--- src/sv/sarm_pkg.sv ---
// ----------------------------------------------------------------------------
// Servo arm pose sequencer package
// Shared types, codes and reset values of the arm pose sequencer.
// ----------------------------------------------------------------------------
package sarm_pkg;

   localparam int SERVO_COUNT_DEFAULT   = 5;
   localparam int POSITION_BITS_DEFAULT = 10;

   localparam int ID_BITS        = 8;
   localparam int IDS_BITS       = 40;
   localparam int POSE_BITS      = 50;
   localparam int TOL_BITS       = 10;
   localparam int TIME_BITS      = 16;
   localparam int WRITE_BITS     = 16;
   localparam int POS_IN_BITS    = 10;
   localparam int POS_IN_COUNT   = 5;
   localparam int CSR_DATA_BITS  = 50;
   localparam int CSR_INDEX_BITS = 3;
   localparam int QUEUE_DEPTH    = 2;

   localparam logic [TOL_BITS-1:0]  TOLERANCE_RESET = 10'd10;
   localparam logic [TIME_BITS-1:0] MOVE_TIME_RESET = 16'd512;
   localparam logic [WRITE_BITS-1:0] TORQUE_ON      = 16'd1;

   localparam logic [1:0] FUNC_NONE    = 2'd0;
   localparam logic [1:0] FUNC_INIT    = 2'd1;
   localparam logic [1:0] FUNC_DEPLOY  = 2'd2;
   localparam logic [1:0] FUNC_RETRACT = 2'd3;

   localparam logic [1:0] REG_TORQUE = 2'd0;
   localparam logic [1:0] REG_TIME   = 2'd1;
   localparam logic [1:0] REG_GOAL   = 2'd2;
   localparam logic [1:0] REG_NONE   = 2'd3;

   localparam logic [1:0] STATUS_DISABLED  = 2'd0;
   localparam logic [1:0] STATUS_MOVING    = 2'd1;
   localparam logic [1:0] STATUS_RETRACTED = 2'd2;
   localparam logic [1:0] STATUS_DEPLOYED  = 2'd3;

   typedef enum logic [CSR_INDEX_BITS-1:0] {
      CSR_SERVO_IDS      = 3'd0,
      CSR_POSE_RETRACTED = 3'd1,
      CSR_POSE_MIDDLE    = 3'd2,
      CSR_POSE_DOWN      = 3'd3,
      CSR_TOLERANCE      = 3'd4,
      CSR_MOVE_TIME      = 3'd5
   } csr_index_type;

   typedef enum logic [2:0] {
      PH_OFF       = 3'd0,
      PH_INIT      = 3'd1,
      PH_RETRACTED = 3'd2,
      PH_DEPLOYED  = 3'd3,
      PH_RET1      = 3'd4,
      PH_RET2      = 3'd5,
      PH_DEP1      = 3'd6,
      PH_DEP2      = 3'd7
   } phase_type;

   typedef enum logic [1:0] {
      JOB_STATUS = 2'd0,
      JOB_ENABLE = 2'd1,
      JOB_POSE   = 2'd2
   } kind_type;

   typedef enum logic [1:0] {
      POSE_RETRACTED = 2'd0,
      POSE_MIDDLE    = 2'd1,
      POSE_DOWN      = 2'd2
   } pose_sel_type;

   typedef struct packed {
      logic [1:0]             func;
      logic [POS_IN_BITS-1:0] pos_0;
      logic [POS_IN_BITS-1:0] pos_1;
      logic [POS_IN_BITS-1:0] pos_2;
      logic [POS_IN_BITS-1:0] pos_3;
      logic [POS_IN_BITS-1:0] pos_4;
   } req_type;

   typedef struct packed {
      logic [ID_BITS-1:0]    servo_id;
      logic [1:0]            write_reg;
      logic [WRITE_BITS-1:0] write_value;
      logic [1:0]            arm_status;
      logic                  last;
   } rsp_type;

   typedef struct packed {
      logic [IDS_BITS-1:0]  servo_ids;
      logic [POSE_BITS-1:0] pose_retracted;
      logic [POSE_BITS-1:0] pose_middle;
      logic [POSE_BITS-1:0] pose_down;
      logic [TOL_BITS-1:0]  tolerance;
      logic [TIME_BITS-1:0] move_time;
   } cfg_type;

   typedef struct packed {
      kind_type     kind;
      pose_sel_type pose;
      logic [1:0]   status;
   } job_type;

   typedef struct packed {
      logic full;
      logic empty;
   } q_status_type;

   function automatic logic [1:0] status_of(phase_type ph);
      logic [1:0] st;
      case (ph)
         PH_OFF:       st = STATUS_DISABLED;
         PH_RETRACTED: st = STATUS_RETRACTED;
         PH_DEPLOYED:  st = STATUS_DEPLOYED;
         default:      st = STATUS_MOVING;
      endcase
      return st;
   endfunction

endpackage

--- src/sv/servo_arm_pose_sequencer.sv ---
// ----------------------------------------------------------------------------
// Servo arm pose sequencer
// A tick is accepted while the two-entry job queue has room. The write
// sequencer takes each job from the queue and sends one result per cycle
// while the output is not stalled: 2*SERVO_COUNT on enable, SERVO_COUNT on a
// move, one status item otherwise, through a registered output stage.
// Synchronous reset sets the phase to off, the registers to their reset values
// and empties the queue and the output stage.
// ----------------------------------------------------------------------------
module servo_arm_pose_sequencer #(
   parameter int SERVO_COUNT   = sarm_pkg::SERVO_COUNT_DEFAULT,
   parameter int POSITION_BITS = sarm_pkg::POSITION_BITS_DEFAULT
) (
   input  logic                                clock,
   input  logic                                reset,
   input  logic                                req_valid,
   output logic                                req_ready,
   input  sarm_pkg::req_type                   req_data,
   output logic                                rsp_valid,
   input  logic                                rsp_ready,
   output sarm_pkg::rsp_type                   rsp_data,
   input  logic                                csr_write_enable,
   input  logic [sarm_pkg::CSR_INDEX_BITS-1:0] csr_index,
   input  logic [sarm_pkg::CSR_DATA_BITS-1:0]  csr_write_data
);

   sarm_pkg::cfg_type      cfg;
   sarm_pkg::job_type      push_job;
   sarm_pkg::job_type      head_job;
   sarm_pkg::q_status_type q_stat;
   logic                   q_push;
   logic                   q_pop;

   sarm_csr u_csr (
      .clock            (clock),
      .reset            (reset),
      .csr_write_enable (csr_write_enable),
      .csr_index        (csr_index),
      .csr_write_data   (csr_write_data),
      .cfg              (cfg)
   );

   sarm_front #(
      .SERVO_COUNT   (SERVO_COUNT),
      .POSITION_BITS (POSITION_BITS)
   ) u_front (
      .clock     (clock),
      .reset     (reset),
      .req_valid (req_valid),
      .req_ready (req_ready),
      .req_data  (req_data),
      .cfg       (cfg),
      .q_full    (q_stat.full),
      .q_push    (q_push),
      .q_job     (push_job)
   );

   sarm_queue u_queue (
      .clock    (clock),
      .reset    (reset),
      .push     (q_push),
      .push_job (push_job),
      .pop      (q_pop),
      .head_job (head_job),
      .stat     (q_stat)
   );

   sarm_back #(
      .SERVO_COUNT   (SERVO_COUNT),
      .POSITION_BITS (POSITION_BITS)
   ) u_back (
      .clock     (clock),
      .reset     (reset),
      .cfg       (cfg),
      .q_head    (head_job),
      .q_empty   (q_stat.empty),
      .q_pop     (q_pop),
      .rsp_valid (rsp_valid),
      .rsp_ready (rsp_ready),
      .rsp_data  (rsp_data)
   );

   a_push_not_full : assert property (@(posedge clock) disable iff (reset)
      q_push |-> !q_stat.full)
      else $error("Job pushed into a full queue.");

   a_pop_not_empty : assert property (@(posedge clock) disable iff (reset)
      q_pop |-> !q_stat.empty)
      else $error("Job popped from an empty queue.");

   a_status_is_last : assert property (@(posedge clock) disable iff (reset)
      (rsp_valid && rsp_data.write_reg == sarm_pkg::REG_NONE) |-> rsp_data.last)
      else $error("Status item is not the final item of its tick.");

   a_reset_clears_output : assert property (@(posedge clock)
      reset |=> !rsp_valid)
      else $error("Output valid after reset.");

endmodule

--- src/sv/sarm_csr.sv ---
// ----------------------------------------------------------------------------
// Arm sequencer configuration registers
// Holds servo identifiers, the three poses, tolerance and goal time.
// ----------------------------------------------------------------------------
module sarm_csr (
   input  logic                                clock,
   input  logic                                reset,
   input  logic                                csr_write_enable,
   input  logic [sarm_pkg::CSR_INDEX_BITS-1:0] csr_index,
   input  logic [sarm_pkg::CSR_DATA_BITS-1:0]  csr_write_data,
   output sarm_pkg::cfg_type                   cfg
);

   sarm_pkg::cfg_type cfg_ff;
   sarm_pkg::cfg_type cfg_in;

   always_comb begin
      cfg_in = cfg_ff;
      if (csr_write_enable) begin
         case (csr_index)
            sarm_pkg::CSR_SERVO_IDS: begin
               cfg_in.servo_ids = csr_write_data[sarm_pkg::IDS_BITS-1:0];
            end
            sarm_pkg::CSR_POSE_RETRACTED: begin
               cfg_in.pose_retracted = csr_write_data[sarm_pkg::POSE_BITS-1:0];
            end
            sarm_pkg::CSR_POSE_MIDDLE: begin
               cfg_in.pose_middle = csr_write_data[sarm_pkg::POSE_BITS-1:0];
            end
            sarm_pkg::CSR_POSE_DOWN: begin
               cfg_in.pose_down = csr_write_data[sarm_pkg::POSE_BITS-1:0];
            end
            sarm_pkg::CSR_TOLERANCE: begin
               cfg_in.tolerance = csr_write_data[sarm_pkg::TOL_BITS-1:0];
            end
            sarm_pkg::CSR_MOVE_TIME: begin
               cfg_in.move_time = csr_write_data[sarm_pkg::TIME_BITS-1:0];
            end
            default: begin
               cfg_in = cfg_ff;
            end
         endcase
      end
   end

   always_ff @(posedge clock) begin
      if (reset) begin
         cfg_ff.servo_ids      <= '0;
         cfg_ff.pose_retracted <= '0;
         cfg_ff.pose_middle    <= '0;
         cfg_ff.pose_down      <= '0;
         cfg_ff.tolerance      <= sarm_pkg::TOLERANCE_RESET;
         cfg_ff.move_time      <= sarm_pkg::MOVE_TIME_RESET;
      end else begin
         cfg_ff <= cfg_in;
      end
   end

   assign cfg = cfg_ff;

endmodule

--- src/sv/sarm_front.sv ---
// ----------------------------------------------------------------------------
// Arm sequencer front end
// Accepts control ticks, detects arrival, steps the phase machine and queues
// one job per tick for the write sequencer.
// ----------------------------------------------------------------------------
module sarm_front #(
   parameter int SERVO_COUNT   = sarm_pkg::SERVO_COUNT_DEFAULT,
   parameter int POSITION_BITS = sarm_pkg::POSITION_BITS_DEFAULT
) (
   input  logic              clock,
   input  logic              reset,
   input  logic              req_valid,
   output logic              req_ready,
   input  sarm_pkg::req_type req_data,
   input  sarm_pkg::cfg_type cfg,
   input  logic              q_full,
   output logic              q_push,
   output sarm_pkg::job_type q_job
);

   localparam int DW = (POSITION_BITS > sarm_pkg::POS_IN_BITS) ?
                       POSITION_BITS : sarm_pkg::POS_IN_BITS;
   localparam int EW = sarm_pkg::POSE_BITS + SERVO_COUNT * POSITION_BITS;

   sarm_pkg::phase_type phase_ff;
   sarm_pkg::phase_type phase_in;

   logic                                 accept;
   logic [sarm_pkg::POSE_BITS-1:0]       target_pose;
   logic [EW-1:0]                        pose_ext;
   logic [sarm_pkg::POS_IN_COUNT-1:0][sarm_pkg::POS_IN_BITS-1:0] pos_all;
   logic [SERVO_COUNT-1:0]               near;
   logic                                 done_auto;
   logic                                 done;

   assign req_ready = !q_full;
   assign accept    = req_valid && req_ready;
   assign q_push    = accept;

   always_comb begin
      case (phase_ff)
         sarm_pkg::PH_DEP1, sarm_pkg::PH_RET1: target_pose = cfg.pose_middle;
         sarm_pkg::PH_DEP2:                    target_pose = cfg.pose_down;
         default:                              target_pose = cfg.pose_retracted;
      endcase
   end

   assign pose_ext = EW'(target_pose);
   assign pos_all  = {req_data.pos_4, req_data.pos_3, req_data.pos_2,
                      req_data.pos_1, req_data.pos_0};

   for (genvar i = 0; i < SERVO_COUNT; i++) begin : g_servo
      logic [DW-1:0] target;
      logic [DW-1:0] meas;
      logic [DW-1:0] diff;
      assign target = DW'(pose_ext[i*POSITION_BITS +: POSITION_BITS]);
      if (i < sarm_pkg::POS_IN_COUNT) begin : g_meas
         assign meas = DW'(pos_all[i]);
      end else begin : g_zero
         assign meas = '0;
      end
      assign diff    = (meas >= target) ? (meas - target) : (target - meas);
      assign near[i] = diff < DW'(cfg.tolerance);
   end

   always_comb begin
      case (phase_ff)
         sarm_pkg::PH_INIT: done_auto = 1'b1;
         sarm_pkg::PH_DEP1, sarm_pkg::PH_DEP2,
         sarm_pkg::PH_RET1, sarm_pkg::PH_RET2: done_auto = &near;
         default: done_auto = 1'b0;
      endcase
   end

   assign done = (req_data.func == sarm_pkg::FUNC_NONE) && done_auto;

   always_comb begin
      phase_in = phase_ff;
      case (phase_ff)
         sarm_pkg::PH_OFF: begin
            if (req_data.func == sarm_pkg::FUNC_INIT) phase_in = sarm_pkg::PH_INIT;
         end
         sarm_pkg::PH_INIT: begin
            if (done) phase_in = sarm_pkg::PH_RET1;
         end
         sarm_pkg::PH_RETRACTED: begin
            if (req_data.func == sarm_pkg::FUNC_DEPLOY) phase_in = sarm_pkg::PH_DEP1;
         end
         sarm_pkg::PH_DEPLOYED: begin
            if (req_data.func == sarm_pkg::FUNC_RETRACT) phase_in = sarm_pkg::PH_RET1;
         end
         sarm_pkg::PH_DEP1: begin
            if (done) phase_in = sarm_pkg::PH_DEP2;
         end
         sarm_pkg::PH_DEP2: begin
            if (done) phase_in = sarm_pkg::PH_DEPLOYED;
         end
         sarm_pkg::PH_RET1: begin
            if (done) phase_in = sarm_pkg::PH_RET2;
         end
         sarm_pkg::PH_RET2: begin
            if (done) phase_in = sarm_pkg::PH_RETRACTED;
         end
         default: begin
            phase_in = sarm_pkg::PH_OFF;
         end
      endcase
   end

   always_comb begin
      q_job.kind   = sarm_pkg::JOB_STATUS;
      q_job.pose   = sarm_pkg::POSE_MIDDLE;
      q_job.status = sarm_pkg::status_of(phase_in);
      case (phase_ff)
         sarm_pkg::PH_OFF: begin
            if (req_data.func == sarm_pkg::FUNC_INIT) q_job.kind = sarm_pkg::JOB_ENABLE;
         end
         sarm_pkg::PH_INIT: begin
            if (done) q_job.kind = sarm_pkg::JOB_POSE;
         end
         sarm_pkg::PH_RETRACTED: begin
            if (req_data.func == sarm_pkg::FUNC_DEPLOY) q_job.kind = sarm_pkg::JOB_POSE;
         end
         sarm_pkg::PH_DEPLOYED: begin
            if (req_data.func == sarm_pkg::FUNC_RETRACT) q_job.kind = sarm_pkg::JOB_POSE;
         end
         sarm_pkg::PH_DEP1: begin
            if (done) begin
               q_job.kind = sarm_pkg::JOB_POSE;
               q_job.pose = sarm_pkg::POSE_DOWN;
            end
         end
         sarm_pkg::PH_RET1: begin
            if (done) begin
               q_job.kind = sarm_pkg::JOB_POSE;
               q_job.pose = sarm_pkg::POSE_RETRACTED;
            end
         end
         default: begin
            q_job.kind = sarm_pkg::JOB_STATUS;
         end
      endcase
   end

   always_ff @(posedge clock) begin
      if (reset) begin
         phase_ff <= sarm_pkg::PH_OFF;
      end else if (accept) begin
         phase_ff <= phase_in;
      end
   end

endmodule

--- src/sv/sarm_queue.sv ---
// ----------------------------------------------------------------------------
// Arm sequencer job queue
// Short first-in first-out buffer of jobs between front end and sequencer.
// ----------------------------------------------------------------------------
module sarm_queue (
   input  logic                   clock,
   input  logic                   reset,
   input  logic                   push,
   input  sarm_pkg::job_type      push_job,
   input  logic                   pop,
   output sarm_pkg::job_type      head_job,
   output sarm_pkg::q_status_type stat
);

   localparam int PW = $clog2(sarm_pkg::QUEUE_DEPTH);
   localparam int NW = $clog2(sarm_pkg::QUEUE_DEPTH + 1);

   sarm_pkg::job_type mem_ff [sarm_pkg::QUEUE_DEPTH];

   logic [PW-1:0] wr_ptr_ff;
   logic [PW-1:0] wr_ptr_in;
   logic [PW-1:0] rd_ptr_ff;
   logic [PW-1:0] rd_ptr_in;
   logic [NW-1:0] count_ff;
   logic [NW-1:0] count_in;

   assign stat.full  = (count_ff == NW'(sarm_pkg::QUEUE_DEPTH));
   assign stat.empty = (count_ff == '0);
   assign head_job   = mem_ff[rd_ptr_ff];

   always_comb begin
      wr_ptr_in = push ? wr_ptr_ff + PW'(1) : wr_ptr_ff;
      rd_ptr_in = pop ? rd_ptr_ff + PW'(1) : rd_ptr_ff;
      count_in  = count_ff;
      if (push && !pop) begin
         count_in = count_ff + NW'(1);
      end else if (pop && !push) begin
         count_in = count_ff - NW'(1);
      end
   end

   always_ff @(posedge clock) begin
      if (reset) begin
         wr_ptr_ff <= '0;
         rd_ptr_ff <= '0;
         count_ff  <= '0;
      end else begin
         wr_ptr_ff <= wr_ptr_in;
         rd_ptr_ff <= rd_ptr_in;
         count_ff  <= count_in;
      end
   end

   always_ff @(posedge clock) begin
      if (push) begin
         mem_ff[wr_ptr_ff] <= push_job;
      end
   end

endmodule

--- src/sv/sarm_back.sv ---
// ----------------------------------------------------------------------------
// Arm sequencer write sequencer
// Expands each queued job into servo register writes or a status item, one per
// cycle while the output is not stalled, through a registered output stage.
// ----------------------------------------------------------------------------
module sarm_back #(
   parameter int SERVO_COUNT   = sarm_pkg::SERVO_COUNT_DEFAULT,
   parameter int POSITION_BITS = sarm_pkg::POSITION_BITS_DEFAULT
) (
   input  logic              clock,
   input  logic              reset,
   input  sarm_pkg::cfg_type cfg,
   input  sarm_pkg::job_type q_head,
   input  logic              q_empty,
   output logic              q_pop,
   output logic              rsp_valid,
   input  logic              rsp_ready,
   output sarm_pkg::rsp_type rsp_data
);

   localparam int CW  = $clog2(2 * SERVO_COUNT);
   localparam int IEW = sarm_pkg::IDS_BITS + SERVO_COUNT * sarm_pkg::ID_BITS;
   localparam int PEW = sarm_pkg::POSE_BITS + SERVO_COUNT * POSITION_BITS;

   logic              busy_ff;
   logic              busy_in;
   logic [CW-1:0]     cnt_ff;
   logic [CW-1:0]     cnt_in;
   sarm_pkg::job_type job_ff;
   sarm_pkg::job_type job_in;
   logic              rsp_valid_ff;
   logic              rsp_valid_in;
   sarm_pkg::rsp_type rsp_ff;
   sarm_pkg::rsp_type rsp_in;

   sarm_pkg::job_type              cur;
   sarm_pkg::rsp_type              item;
   logic [CW-1:0]                  sidx;
   logic [sarm_pkg::POSE_BITS-1:0] pose_reg;
   logic [IEW-1:0]                 ids_ext;
   logic [PEW-1:0]                 pose_ext;
   logic [sarm_pkg::ID_BITS-1:0]   sel_id;
   logic [POSITION_BITS-1:0]       sel_pos;
   logic                           have;
   logic                           advance;
   logic                           step;

   assign cur  = busy_ff ? job_ff : q_head;
   assign sidx = (cur.kind == sarm_pkg::JOB_ENABLE) ? (cnt_ff >> 1) : cnt_ff;

   always_comb begin
      case (cur.pose)
         sarm_pkg::POSE_RETRACTED: pose_reg = cfg.pose_retracted;
         sarm_pkg::POSE_DOWN:      pose_reg = cfg.pose_down;
         default:                  pose_reg = cfg.pose_middle;
      endcase
   end

   assign ids_ext  = IEW'(cfg.servo_ids);
   assign pose_ext = PEW'(pose_reg);

   always_comb begin
      sel_id  = '0;
      sel_pos = '0;
      for (int i = 0; i < SERVO_COUNT; i++) begin
         if (sidx == CW'(i)) begin
            sel_id  = ids_ext[i*sarm_pkg::ID_BITS +: sarm_pkg::ID_BITS];
            sel_pos = pose_ext[i*POSITION_BITS +: POSITION_BITS];
         end
      end
   end

   always_comb begin
      item.arm_status = cur.status;
      case (cur.kind)
         sarm_pkg::JOB_ENABLE: begin
            item.servo_id    = sel_id;
            item.write_reg   = cnt_ff[0] ? sarm_pkg::REG_TIME : sarm_pkg::REG_TORQUE;
            item.write_value = cnt_ff[0] ? cfg.move_time : sarm_pkg::TORQUE_ON;
            item.last        = (cnt_ff == CW'(2 * SERVO_COUNT - 1));
         end
         sarm_pkg::JOB_POSE: begin
            item.servo_id    = sel_id;
            item.write_reg   = sarm_pkg::REG_GOAL;
            item.write_value = sarm_pkg::WRITE_BITS'(sel_pos);
            item.last        = (cnt_ff == CW'(SERVO_COUNT - 1));
         end
         default: begin
            item.servo_id    = '0;
            item.write_reg   = sarm_pkg::REG_NONE;
            item.write_value = '0;
            item.last        = 1'b1;
         end
      endcase
   end

   assign have    = busy_ff || !q_empty;
   assign advance = !rsp_valid_ff || rsp_ready;
   assign step    = advance && have;
   assign q_pop   = advance && !busy_ff && !q_empty;

   always_comb begin
      busy_in      = step ? !item.last : busy_ff;
      cnt_in       = step ? (item.last ? '0 : cnt_ff + CW'(1)) : cnt_ff;
      job_in       = (step && !busy_ff) ? q_head : job_ff;
      rsp_valid_in = advance ? have : rsp_valid_ff;
      rsp_in       = step ? item : rsp_ff;
   end

   always_ff @(posedge clock) begin
      if (reset) begin
         busy_ff      <= 1'b0;
         cnt_ff       <= '0;
         rsp_valid_ff <= 1'b0;
      end else begin
         busy_ff      <= busy_in;
         cnt_ff       <= cnt_in;
         rsp_valid_ff <= rsp_valid_in;
      end
   end

   always_ff @(posedge clock) begin
      job_ff <= job_in;
      rsp_ff <= rsp_in;
   end

   assign rsp_valid = rsp_valid_ff;
   assign rsp_data  = rsp_ff;

endmodule
--- config.mk ---
export PLATFORM = sky130hd
export DESIGN_NAME = servo_arm_pose_sequencer
export DESIGN_NICKNAME = d
export VERILOG_FILES = /design/src/sv/sarm_pkg.sv /design/src/sv/servo_arm_pose_sequencer.sv /design/src/sv/sarm_csr.sv /design/src/sv/sarm_front.sv /design/src/sv/sarm_queue.sv /design/src/sv/sarm_back.sv
export SDC_FILE = /design/constraint.sdc
export NUM_CORES = 1
export LEC_CHECK = 0
export CAP_MARGIN = 20
export CORE_ASPECT_RATIO = 1.75
export CORE_MARGIN = 8
export CORE_UTILIZATION = 57
export DETAILED_ROUTE_END_ITERATION = 6
export DONT_BUFFER_PORTS = 1
export PLACE_DENSITY = 0.76
export SLEW_MARGIN = 15
export SYNTH_ARGS = -nofsm -noshare
export SYNTH_HDL_FRONTEND = slang
export SYNTH_SLANG_ARGS = --single-unit
--- constraint.sdc ---
create_clock -name clock -period 9.3 [get_ports clock]
set_input_delay 0.93 -clock clock [delete_from_list [all_inputs] [get_ports clock]]
set_output_delay 0.93 -clock clock [all_outputs]
set_load 0.005 [all_outputs]
Yosys cells after proc, flatten, opt, wreduce, memory -nomap -nowiden
Memory sizes are Yosys's and may differ from the RTL's. A register that Yosys moved wholly into a read port is not among the register bits.
Index checks and enable logic that the tools add are counted.
{ "totals": {"word_cells": 157, "inputBits": 110, "regBits": 264, "mem_count": 1, "ram_bits": 12} }
{ "mem_list": {"columns": ["name", "words", "word_bits", "read_ports", "rd_ports_with_merged_regs", "wr", "line_no", "rtl"], "rows": [
  ["u_queue.mem_ff", 2, 6, 1, 1, 1, "sarm_queue.sv:18", "sarm_pkg::job_type mem_ff [sarm_pkg::QUEUE_DEPTH];"]
]} }
{ "classes": {"n_lt_le_gt_ge": 10, "n_eq_ne": 27, "mux": 49, "reduce_logical": 34, "n_addsub": 15} }
{ "ops": {"columns": ["operator", "count"], "rows": [
  ["$pmux W50 S2", 2],
  ["$mux W10", 10],
  ["$sub A10 B10 Y10", 10],
  ["$pmux W26 S2", 1],
  ["$ge A10 B10 Y1", 5],
  ["$lt A10 B10 Y1", 5],
  ["$mux W8", 5],
  ["$mux W3", 8],
  ["$pmux W3 S8", 1],
  ["$eq A3 B2 Y1 const B", 6],
  ["$eq A3 B3 Y1 const B", 6],
  ["$mux W16", 1],
  ["$mux W4", 4],
  ["$pmux W2 S6", 1],
  ["$reduce_and A2 Y1", 6],
  ["$eq A2 B2 Y1 const B", 5],
  ["$mux W2", 5],
  ["$logic_not A3 Y1", 3],
  ["$eq A4 B2 Y1 const B", 2],
  ["$eq A4 B3 Y1 const B", 2],
  ["$logic_and A1 B1 Y1", 8],
  ["$logic_not A1 Y1", 7],
  ["$eq A3 B1 Y1 const B", 2],
  ["$logic_not A2 Y1", 3],
  ["18 further kinds", 27]
]} }

Logic depth before layout (Yosys ltp)
Gate-level depths: netlist (run 1).
{ "depth": {"word_depth": 13, "ltp_mapped": 24, "ltp_nobuf": 22} }

Hierarchy
A second synthesis (run 1) with hierarchy kept.
{ "unflattened": {"hier_cells": 2102, "hier_area_um2": 19035.8} }
{ "by_module_without_submodules": {"columns": ["mod", "n_inst", "cells_each", "area_per_inst_um2", "seq_area_each_um2"], "rows": [
  ["sarm_csr", 1, 766, 8514.4, 4324.1],
  ["sarm_front", 1, 852, 6432.4, 60.1],
  ["sarm_back", 1, 443, 3449.6, 1171.1],
  ["sarm_queue", 1, 41, 639.4, 460.4]
]} }

Least setup slack after synthesis (run 1)
No wires, ideal clock.
{ "synth_timing": {"path_type": "reg2reg", "start": "reg u_front.phase_ff[1]", "end": "mem u_queue.mem_ff[0][5] (netlist name) (data pin)", "required_ns": 9.143, "setup_ns": 0.157, "path_slack_ns": 3.872, "t_arrival_ns": 5.271, "stages_incl_launch_ff": 24, "period_less_slack_ns": 5.428, "path_cell_list": "dfxtp_1 -> clkbuf_1 -> nand2_1 -> clkbuf_1 -> o22ai_1 -> nand2_1 -> o21a_1 -> ha_1 -> fa_1 -> nand2b_1 -> a21boi_0 -> o311a_1 -> nor2_4 -> o221a_2 -> or4b_1 -> nand4_1 -> ha_1 -> a222oi_1 -> nand3_1 -> nor4_1 -> o311a_1 -> o2111ai_1 -> or2_2 -> a21oi_1"} }
{ "synth_rtl": {"columns": ["element", "line_no", "rtl"], "rows": [
  ["start: declaration", "sarm_front.sv:25", "sarm_pkg::phase_type phase_ff;"],
  ["start signal: assignment", "sarm_front.sv:147", "phase_ff <= sarm_pkg::PH_OFF;"],
  ["start signal: assignment", "sarm_front.sv:149", "phase_ff <= phase_in;"],
  ["end: declaration", "sarm_queue.sv:18", null]
]} }

==> flow_metrics.py, run 1 <==
metrics = {
    "finish": {
        "antenna_cells": 0,
        "final_util_pct": 61.2,
        "synthToLayoutAreaGrowth_pct": 5.85,
        "layout-drive-gt1-share_pct": 5.40,
        "design_area_mm2": 0.0197,
        "final_nets": 2563,
    },
    "place": {
        "routabilityCongestion": 1.03,
        "dpl-instance-area_mm2": 0.0187,
        "pre_cts_ws_ps": 2600,
        "dpl.hpwl_um": 44300,
        "port_buffers": 0,
    },
    "clock_tree": {
        "tritoncts": "built",
        "clkSinkCount": 277,
        "cts-root-buf": "clkbuf_16",
        "clockBufferDepth": 3,
        "cts_setup_buffers": 0,
        "clkTransAtPathRegs_ps": 70,
        "cts_buffers": 24,
        "htreeDepth": 1,
        "worst_skew_pair.late_latency_ps": 540,
        "cts_hold_buf": 0,
        "cts_resized": 0,
    },
    "floorplan": {
        "die_area_mm2": 0.0389,
        "fp.dieH_um": 255,
        "rows": 87,
        "start_util_pct": 57.8,
        "pin_count": 141,
        "fp.dieW_um": 153,
        "coreArea_mm2": 0.0322,
    },
    "synthesis": {
        "netlist_top_cells_count": "553 x nand2_1, 341 x a21oi_1, 230 x dfxtp_1",
        "synthFlopType": "dfxtp_1",
        "synth_edf_count": 47,
        "synth_most_common_cell": "nand2_1",
        "synth_area_per_cell_um2": 7.75,
        "yosysTopAreaCell": "dfxtp_1",
        "ys_warn_count": 0,
        "synthArstFlopShare_pct": 0,
        "ys_ff_latch": 277,
        "syn_area_mm2": 0.0186,
        "synth.distinct_cells": 90,
        "synth_area_leaders": "dfxtp_1 25%, nand2_1 11%, ha_1 9.7%",
        "syn-num-nets": 2668,
        "synth_seq_area_share_pct": 32.3,
        "syn-instance-count": 2403,
        "yosysTopAreaCellShare_pct": 24.7,
    },
    "timing": {
        "drv_slew": 0,
        "slew_headroom_pct": 28.0,
        "setup_violations": 0,
        "period_share_pct": 74.3,
        "fin_crit_ps": 6910,
        "setup_ws_ps": 2390,
        "tightest_slew_ps": 1070,
        "rsz0062_at_grt": "no",
        "setup_tns_ps": 0,
        "hold_viol": 0,
        "clock-skew-final_ps": 16.1,
        "timing.fmax_mhz": 145,
    },
    "pwr": {
        "vdd_drop_max_mv": 0.197,
        "p_leak_nw": 7.29,
        "powerDensity_mw_per_mm2": 189,
    },
    "hold_path": {
        "hold_start": "u_csr.cfg[0]$_SDFFE_PP0P_",
        "min_path_type": "reg -> reg",
    },
    "worst_setup_path": {
        "arrival_ps": 7270,
        "cp_max_fo": 45,
        "cp-startpoint": "u_front.phase_ff[1]$_SDFFE_PP0P_",
        "reg2reg_from": "u_front.phase_ff[1]$_SDFFE_PP0P_",
        "required_ps": 9670,
        "startpoint_type": "flip-flop",
        "timing_worst_setup_path_type": "reg -> reg",
        "crit_path_end_kind": "flip-flop",
    },
    "route": {
        "route.detailed.drc": 1,
        "dr.pass1.iters": 7,
        "postRouteAntennaNets": 0,
        "drt_iter0_drc": 1660,
        "vias": 17400,
        "viasPerCell": 6.41,
        "routed_wirelength_um": 61500,
        "wl_per_cell_um": 22.6,
    },
    "global_routing": {
        "grt_pass1_vias": 16700,
        "grt_max_degree": 232,
        "grt_overflow": 0,
        "antenna_found_initial": 1,
        "grtUsageTotal_pct": 30.5,
        "grt_pass1_wl_um": 94400,
    },
    "outcome": {
        "failed_checks": "design-rule violations",
        "status": "finished with violations",
    },
    "run": {
        "max_cap_violations": 0,
    },
}
[area by class of cell]
class / instances / area, um2
clock buffer: 32 / 703
multi-input combinational: 1834 / 11500
fill: 2881 / 12500
sequential: 277 / 6020
timing repair buffer: 23 / 245
tap: 400 / 500
clock inverter: 12 / 228
inverter: 138 / 518
[sequential cells by signal (all words and copies together), names as in the netlist, named ones only]
signal,flops
u_queue.wr_ptr_ff,1
u_back.rsp_data,29
u_queue.mem_ff,12
u_queue.count_ff,2
u_back.cnt_ff,4
u_back.job_ff,6
u_front.phase_ff,3
u_back.busy_ff,1
u_queue.rd_ptr_ff,1
u_back.rsp_valid,1
u_csr.cfg,216
[per-layer routing]
layer	up-vias	global-route usage, %	share of wire (%)
li1	8194	-	-
met1	8166	34.0	36
met2	837	55.3	50
met3	205	4.11	7.9
met4	0	17.3	6.5
met5	-	0	0
[path summary, 6_finish.rpt]
check / endpoint / slack (ps) / cells past startpoint
setup reg to reg: u_queue.mem_ff[0][5]$_DFFE_PP_ / 2390 / 22
hold / removal: u_csr.cfg[0]$_SDFFE_PP0P_ / 450 / 2
hold reg to reg: u_csr.cfg[0]$_SDFFE_PP0P_ / 450 / 2
setup / recovery: u_queue.mem_ff[0][5]$_DFFE_PP_ / 2390 / 22
[kinds of logic (layout without fill, tap and decap cells)]
group,after synthesis,in the layout,share of synthesized area [%]
compound gates,725,725,24.4
xor+xnor,33,33,1.55
fa+ha+maj,155,155,10.8
buf+inv,292,205,6.19
flops,277,277,32.3
mux,101,101,5.71
simple gates,820,820,19.0
[where the power goes]
part | internal [mW] | switching (mW) | total, mW
sequential | 1.38 | 0.0891 | 1.47
clock | 0.704 | 0.471 | 1.17
combinational | 0.412 | 0.662 | 1.07
[per-stage QoR]
step	power (mW)	hold WS [ps]	instances
3_3_place_gp	2.50	435	2668
5_1_grt	3.87	470	2716
2_1_floorplan	2.26	432	2403
6_report	3.72	452	2716
4_1_cts	3.69	452	2712
3_5_place_dp	2.52	442	2668
[worst max-delay path, cell delays in order, from the launching register on]
cell and delay [ps]:
dfxtp_1 410, nand2_1 250, buf_4 530, o22ai_1 170, nand2_1 100, o21a_1 190
ha_1 220, fa_1 210, nand3b_1 130, nand2_1 100, o311ai_2 850, and2_1 450
a21oi_1 160, o2111ai_1 200, or3b_1 440, ha_1 320, a21oi_1 150, o22ai_1 120
nor4_1 320, o311a_1 220, o2111ai_1 400, or2_2 490, a21oi_1 220
[cell usage in the layout (no fill, tap or decap), types with 12 or more instances in the layout]
cell	netlist	final
nand2_1	553	553
a21oi_1	341	338
dfxtp_1	230	228
ha_1	145	145
inv_1	138	137
nor2_1	96	95
mux2i_1	78	78
o21ai_0	70	70
o21a_1	62	62
o22ai_1	53	53
edfxtp_1	47	47
clkbuf_16	0	26
and2_1	23	24
nand3_1	25	24
a211oi_1	23	23
nor2b_1	21	21
mux2_2	21	21
buf_4	4	19
a21o_1	18	18
xnor2_1	18	18
a221oi_1	18	18
xor2_1	15	15
nand2b_1	14	14
nand4_1	14	14
nor3_1	12	12
a31oi_1	12	12
No activity file was read; power rests on OpenSTA's default activity.
==> run 2: changes to the inputs <==
--- a/config.mk
+++ b/config.mk
@@ -11,7 +11,7 @@
 export CORE_UTILIZATION = 57
 export DETAILED_ROUTE_END_ITERATION = 6
 export DONT_BUFFER_PORTS = 1
-export PLACE_DENSITY = 0.76
+export PLACE_DENSITY = 0.79
 export SLEW_MARGIN = 15
 export SYNTH_ARGS = -nofsm -noshare
 export SYNTH_HDL_FRONTEND = slang
==> constraint.sdc (replaced) <==
create_clock -name clock -period 6 [get_ports clock]
set_input_delay 0.6 -clock clock [delete_from_list [all_inputs] [get_ports clock]]
set_output_delay 0.6 -clock clock [all_outputs]
set_load 0.005 [all_outputs]
==> flow_metrics.py, run 2 (synthesis gave the netlist of run 1 again) <==
metrics = {
    "global_routing": {
        "grtUsageTotal_pct": 31.1,
        "grt_pass1_wl_um": 95600,
        "grt_util_met1_pct": 33.2,
        "met2_usage_pct": 56.0,
        "grt_overflow": 0,
        "grt_max_degree": 232,
        "top_usage_layer": "met2",
        "grt_pass1_vias": 16800,
        "antenna_found_initial": 3,
        "met3_usage_pct": 5.17,
    },
    "timing": {
        "rsz0062_at_grt": "no",
        "whs_ps": 156,
        "fin_crit_ps": 5690,
        "drv_slew": 0,
        "setup_ws_ps": 315,
        "period_share_pct": 94.8,
        "slew_headroom_pct": 16.9,
        "clock-skew-final_ps": 17.6,
        "timing.fmax_mhz": 176,
        "hold_viol": 0,
        "setup_tns_ps": 0,
        "setup_violations": 0,
        "tightest_slew_ps": 1250,
    },
    "clock_tree": {
        "clkSinkCount": 277,
        "htreeDepth": 1,
        "cts_hold_buf": 0,
        "cts-root-buf": "clkbuf_16",
        "clockBufferDepth": 3,
        "clkTransAtPathRegs_ps": 70,
        "cts_buffers": 24,
        "worst_skew_pair.late_latency_ps": 550,
        "tritoncts": "built",
    },
    "finish": {
        "layout-drive-gt1-share_pct": 6.88,
        "layout_common_cells": "553 x nand2_1, 338 x a21oi_1, 227 x dfxtp_1, 145 x ha_1, 137 x inv_1",
        "final_nets": 2600,
        "final_util_pct": 61.8,
        "nFillCells": 2846,
        "finalNonFillerCells": 2755,
        "synthToLayoutAreaGrowth_pct": 7.04,
        "largest_reg_flops": 216,
        "design_area_mm2": 0.0199,
        "layout_commonest_cell": "nand2_1",
    },
    "worst_setup_path": {
        "required_ps": 6360,
        "path_cells": "inv_1 > a21oi_4 > buf_12 > o21ai_0 > ha_1 > o21a_1 > or2_0 > and2_1 > o21ai_0 > a21oi_1 > o2111ai_1 > or3b_1 > ha_1 > a21oi_1 > o21ai_0 > nor4_1 > o311a_1 > o2111ai_2 > or2_2 > a21oi_1",
        "startpoint_type": "flip-flop",
        "cp_slowest_stage_delay_ps": 570,
        "cp_slowest_cell": "o21ai_0",
        "crit_path_end_kind": "flip-flop",
        "reg2regPathDepth": 20,
        "cp_max_fo": 39,
        "reg2reg_from": "u_front.phase_ff[1]$_SDFFE_PP0P_",
        "ff2ff_setup_slack_ps": 310,
        "reg2reg_to": "u_queue.mem_ff[0][5]$_DFFE_PP_",
        "cp-endpoint": "u_queue.mem_ff[0][5]$_DFFE_PP_",
        "cp-startpoint": "u_front.phase_ff[1]$_SDFFE_PP0P_",
        "arrival_ps": 6040,
        "timing_worst_setup_path_type": "reg -> reg",
    },
    "route": {
        "route.detailed.drc": 0,
        "routed_wirelength_um": 63000,
        "dr.pass1.iters": 6,
        "vias": 17800,
        "drt_iter0_drc": 1664,
        "postRouteAntennaNets": 0,
        "viasPerCell": 6.46,
        "wl_per_cell_um": 22.9,
    },
    "floorplan": {
        "fp.dieW_um": 153,
        "start_util_pct": 57.8,
        "pin_count": 141,
        "fp.dieH_um": 255,
        "die_area_mm2": 0.0389,
        "rows": 87,
        "coreArea_mm2": 0.0322,
    },
    "place": {
        "routabilityCongestion": 0.997,
        "port_buffers": 0,
        "dp_cells": 2704,
        "pre_cts_ws_ps": 74.2,
        "dpl-instance-area_mm2": 0.0190,
        "dpl.hpwl_um": 45400,
    },
    "hold_path": {
        "min_path_type": "in -> reg",
    },
    "run": {
        "max_cap_violations": 0,
    },
    "pwr": {
        "vdd_drop_max_mv": 0.282,
        "p_leak_nw": 7.42,
        "finalPower_mw": 5.63,
        "powerDensity_mw_per_mm2": 282,
    },
    "outcome": {
        "status": "complete, no violations",
    },
}
-- run 2: cell types whose count changed in the layout (fill, tap and decap cells not counted), moves of 2 or more --
cell / change
buf_12: +6
buf_16: -3
buf_4: +33
bufinv_16: -3
clkbuf_1: +2
clkinv_4: +2
diode_2: +2
-- run 2: where the power goes --
part,internal [mW],switching [mW]
Clock,0.924,0.725
Sequential,2.14,0.139
Combinational,0.654,1.05
Total,3.72,1.91
-- run 2: area by class of cell --
class                           count  area, um2  area share (%)
Timing Repair Buffer               60        546            2.74
Antenna cell                        2       5.00          0.0251
Tap cell                          400        500            2.51
Clock inverter                     12        148           0.741
Sequential cell                   277       6020            30.2
Clock buffer                       32        672            3.37
Inverter                          138        518            2.60
Multi-Input combinational cell   1834      11500            57.8
-- run 2: routing by layer --
metal | vias to the layer above | part of all wire, %
met3 | 237 | 8.1
met5 | - | 0.017
li1 | 8268 | -
met1 | 8430 | 35
met2 | 868 | 50
met4 | 2 | 7.2
-- run 2: what timing repair did --
| item | CTS | global route |
|---|---|---|
| gates resized for setup | 0 | 6 |
| setup buffers | 0 | 3 |
| endpoints found under the setup margin | 0 | 13 |
-- run 2: worst min path at each step --
| stage | slack (ps) | from | to | depth (start not counted) |
|---|---|---|---|---|
| 3_5_place_dp | 440 | u_csr.cfg[13]$_SDFFE_PP0P_ | u_csr.cfg[13]$_SDFFE_PP0P_ | 2 |
| 2_1_floorplan | 430 | u_csr.cfg[10]$_SDFFE_PP0P_ | u_csr.cfg[10]$_SDFFE_PP0P_ | 2 |
| 4_1_cts | 140 | reset | flip-flop | 1 |
| 3_3_place_gp | 430 | u_csr.cfg[13]$_SDFFE_PP0P_ | u_csr.cfg[13]$_SDFFE_PP0P_ | 2 |
| 6_report | 160 | reset | flip-flop | 1 |
| 5_1_grt | 150 | reset | flip-flop | 1 |
-- run 2: worst max-delay path: cells and delay by family (launching register included) --
family,cells,cell delay [ps]
compound gates,11,2320
fa+ha+maj,2,720
simple gates,5,1700
buf+inv,2,350
flops,1,370
==> run 3: changes to the inputs <==
--- a/config.mk
+++ b/config.mk
@@ -8,11 +8,12 @@
 export CAP_MARGIN = 20
 export CORE_ASPECT_RATIO = 1.75
 export CORE_MARGIN = 8
-export CORE_UTILIZATION = 57
+export CORE_UTILIZATION = 50
 export DETAILED_ROUTE_END_ITERATION = 6
 export DONT_BUFFER_PORTS = 1
-export PLACE_DENSITY = 0.79
+export PLACE_DENSITY = 0.72
 export SLEW_MARGIN = 15
 export SYNTH_ARGS = -nofsm -noshare
 export SYNTH_HDL_FRONTEND = slang
+export SYNTH_HIERARCHICAL = 1
 export SYNTH_SLANG_ARGS = --single-unit
==> flow_metrics.py, run 3 <==
metrics = {
    "timing": {
        "clock-skew-final_ps": 11.1,
        "period_share_pct": 96.8,
        "setup_violations": 0,
        "whs_ps": 177,
        "drv_slew": 0,
        "fin_crit_ps": 5810,
        "slew_headroom_pct": 27.7,
        "hold_viol": 0,
        "timing.fmax_mhz": 172,
        "tightest_slew_ps": 1090,
        "setup_ws_ps": 193,
    },
    "global_routing": {
        "antenna_found_initial": 1,
        "grt_overflow": 0,
        "grtUsageTotal_pct": 25.8,
        "grt_pass1_vias": 15900,
        "grt_max_degree": 285,
        "grt_pass1_wl_um": 90000,
    },
    "pwr": {
        "vdd_drop_max_mv": 0.242,
        "powerDensity_mw_per_mm2": 269,
        "p_leak_nw": 8.71,
    },
    "finish": {
        "layout_commonest_cell": "nand2b_1",
        "layout_common_cells": "284 x nand2b_1, 260 x mux2i_1, 229 x dfxtp_1, 140 x ha_1, 138 x nand2_1",
        "layout-drive-gt1-share_pct": 8.75,
        "largest_reg_flops": 216,
        "final_util_pct": 54.9,
        "synthToLayoutAreaGrowth_pct": 8.59,
        "final_nets": 2328,
        "design_area_mm2": 0.0207,
    },
    "worst_setup_path": {
        "cp-endpoint": "u_front/phase_ff[1]$_SDFFE_PP0P_",
        "reg2regPathDepth": 23,
        "required_ps": 6450,
        "timing_worst_setup_path_type": "reg -> reg",
        "ff2ff_setup_slack_ps": 190,
        "arrival_ps": 6260,
        "crit_path_end_kind": "flip-flop",
        "reg2reg_to": "u_front/phase_ff[1]$_SDFFE_PP0P_",
        "reg2reg_from": "u_front/phase_ff[0]$_SDFFE_PP0P_",
        "cp_max_fo": 12,
        "startpoint_type": "flip-flop",
        "cp-startpoint": "u_front/phase_ff[0]$_SDFFE_PP0P_",
    },
    "clock_tree": {
        "cts_buffers": 24,
        "cts-root-buf": "clkbuf_16",
        "htreeDepth": 1,
        "clkTransAtPathRegs_ps": 70,
        "clkSinkCount": 277,
        "tritoncts": "built",
        "worst_skew_pair.late_latency_ps": 540,
        "clockBufferDepth": 3,
        "cts_hold_buf": 0,
    },
    "route": {
        "drt_iter0_drc": 1071,
        "routed_wirelength_um": 60300,
        "vias": 15700,
        "route.detailed.drc": 0,
        "wl_per_cell_um": 23.5,
        "dr.pass1.iters": 7,
        "viasPerCell": 6.12,
        "postRouteAntennaNets": 0,
    },
    "synthesis": {
        "synth.distinct_cells": 82,
        "syn-instance-count": 2102,
        "synth_seq_area_share_pct": 31.6,
        "synth_edf_count": 47,
        "synthArstFlopShare_pct": 0,
        "synth_area_per_cell_um2": 9.06,
        "synthFlopType": "dfxtp_1",
        "synth_area_leaders": "dfxtp_1 24%, mux2i_1 14%, ha_1 9.5%",
        "yosysTopAreaCellShare_pct": 24.2,
        "syn-num-nets": 2367,
        "netlist_top_cells_count": "284 x nand2b_1, 262 x mux2i_1, 230 x dfxtp_1",
        "yosysTopAreaCell": "dfxtp_1",
        "ys_ff_latch": 277,
        "synth_most_common_cell": "nand2b_1",
        "ys_warn_count": 6,
        "syn_area_mm2": 0.0190,
    },
    "run": {
        "max_cap_violations": 0,
    },
    "outcome": {
        "status": "complete, no violations",
    },
    "place": {
        "dpl-instance-area_mm2": 0.0195,
        "dpl.hpwl_um": 44200,
        "port_buffers": 0,
        "pre_cts_ws_ps": 17.7,
        "routabilityCongestion": 0.929,
    },
    "hold_path": {
        "min_path_type": "in -> reg",
    },
    "floorplan": {
        "start_util_pct": 50.6,
        "coreArea_mm2": 0.0376,
        "die_area_mm2": 0.0448,
        "rows": 94,
        "pin_count": 141,
        "fp.dieH_um": 274,
        "fp.dieW_um": 163,
    },
}
-- run 3: changes by cell type after synthesis, moves of 43 or more --
cell	delta
a21oi_1	-256
a22o_1	+96
clkbuf_1	-43
mux2i_1	+184
nand2_1	-414
nand2b_1	+270
o21a_1	-56
o22ai_1	-52
-- run 3: power by group --
group          switching (mW)  internal (mW)
Combinational            1.02          0.564
Clock                   0.727          0.962
Sequential              0.156           2.14
Total                    1.90           3.66
-- run 3: routing by layer --
layer | part of all wire (%) | vias up | GRT usage, %
met4 | 7.8 | 0 | 18.2
met2 | 50 | 560 | 46.1
met5 | 0 | - | 0
li1 | - | 7350 | -
met3 | 5.9 | 197 | 3.89
met1 | 36 | 7563 | 27.0
-- run 3: worst min-delay path by stage --
stage / endpoint / slack, ps / cells past startpoint / from
after floorplan: u_csr/cfg[15]$_SDFFE_PP0P_ / 450 / 2 / u_csr/cfg[15]$_SDFFE_PP0P_
after global placement: u_csr/cfg[10]$_SDFFE_PP0P_ / 460 / 2 / u_csr/cfg[10]$_SDFFE_PP0P_
after detailed placement: u_csr/cfg[11]$_SDFFE_PP0P_ / 470 / 2 / u_csr/cfg[11]$_SDFFE_PP0P_
after CTS: u_back/busy_ff$_SDFFE_PP0P_ / 130 / 1 / reset
after global routing: u_back/rsp_valid$_SDFFE_PP0N_ / 140 / 1 / reset
final: u_back/rsp_valid$_SDFFE_PP0N_ / 180 / 1 / reset
-- run 3: critical path, stage by stage, from the launching register on --
cell,delay (ps)
dfxtp_1,340
and2_4,220
buf_4,210
a22o_1,180
a22o_1,200
ha_1,220
fa_2,380
o21ai_2,190
o221ai_2,130
a311oi_2,360
mux2_2,370
a221o_1,320
a311oi_2,300
xnor2_1,210
ha_1,310
nand3_1,110
nand3_1,90
nor3_2,170
nand4_1,110
or4_4,440
nor4_4,310
buf_4,220
a31oi_1,90
a211oi_1,210
-- run 3: what timing repair did --
item	4_1_cts	5_1_grt
pin swaps	0	17
resized for setup	2	39
endpoints found under the hold margin	0	0
endpoints found under the setup margin	2	13
buffers inserted	0	20
gates cloned	0	1
-- run 3: kinds of logic (layout without fill, tap and decap cells) --
kind of cell,Yosys count,in the layout,share of synthesized area [%]
simple gates,661,661,18.9
compound gates,428,428,16.2
mux,284,284,15.1
flops,277,277,31.6
buf+inv,257,236,5.82
fa+ha+maj,155,155,10.6
xor+xnor,40,40,1.84
other cells,0,1,0
-- run 3: layout make-up --
| cell class | count | area, um2 |
|---|---|---|
| fill | 3369 | 17000 |
| clock inverter | 14 | 176 |
| inverter | 125 | 469 |
| antenna | 1 | 2.50 |
| clock buffer | 30 | 664 |
| tap | 480 | 601 |
| sequential | 277 | 6020 |
| multi-input combinational | 1568 | 12200 |
| timing repair buffer | 67 | 589 |
-- run 3: per-stage QoR --
step | power [mW] | cells | setup TNS, ps
3_5_place_dp | 3.85 | 2496 | 0
6_report | 5.56 | 2562 | 0
4_1_cts | 5.54 | 2540 | 0
3_3_place_gp | 3.83 | 2496 | 0
2_1_floorplan | 3.34 | 2102 | 0
5_1_grt | 5.79 | 2562 | -8.50
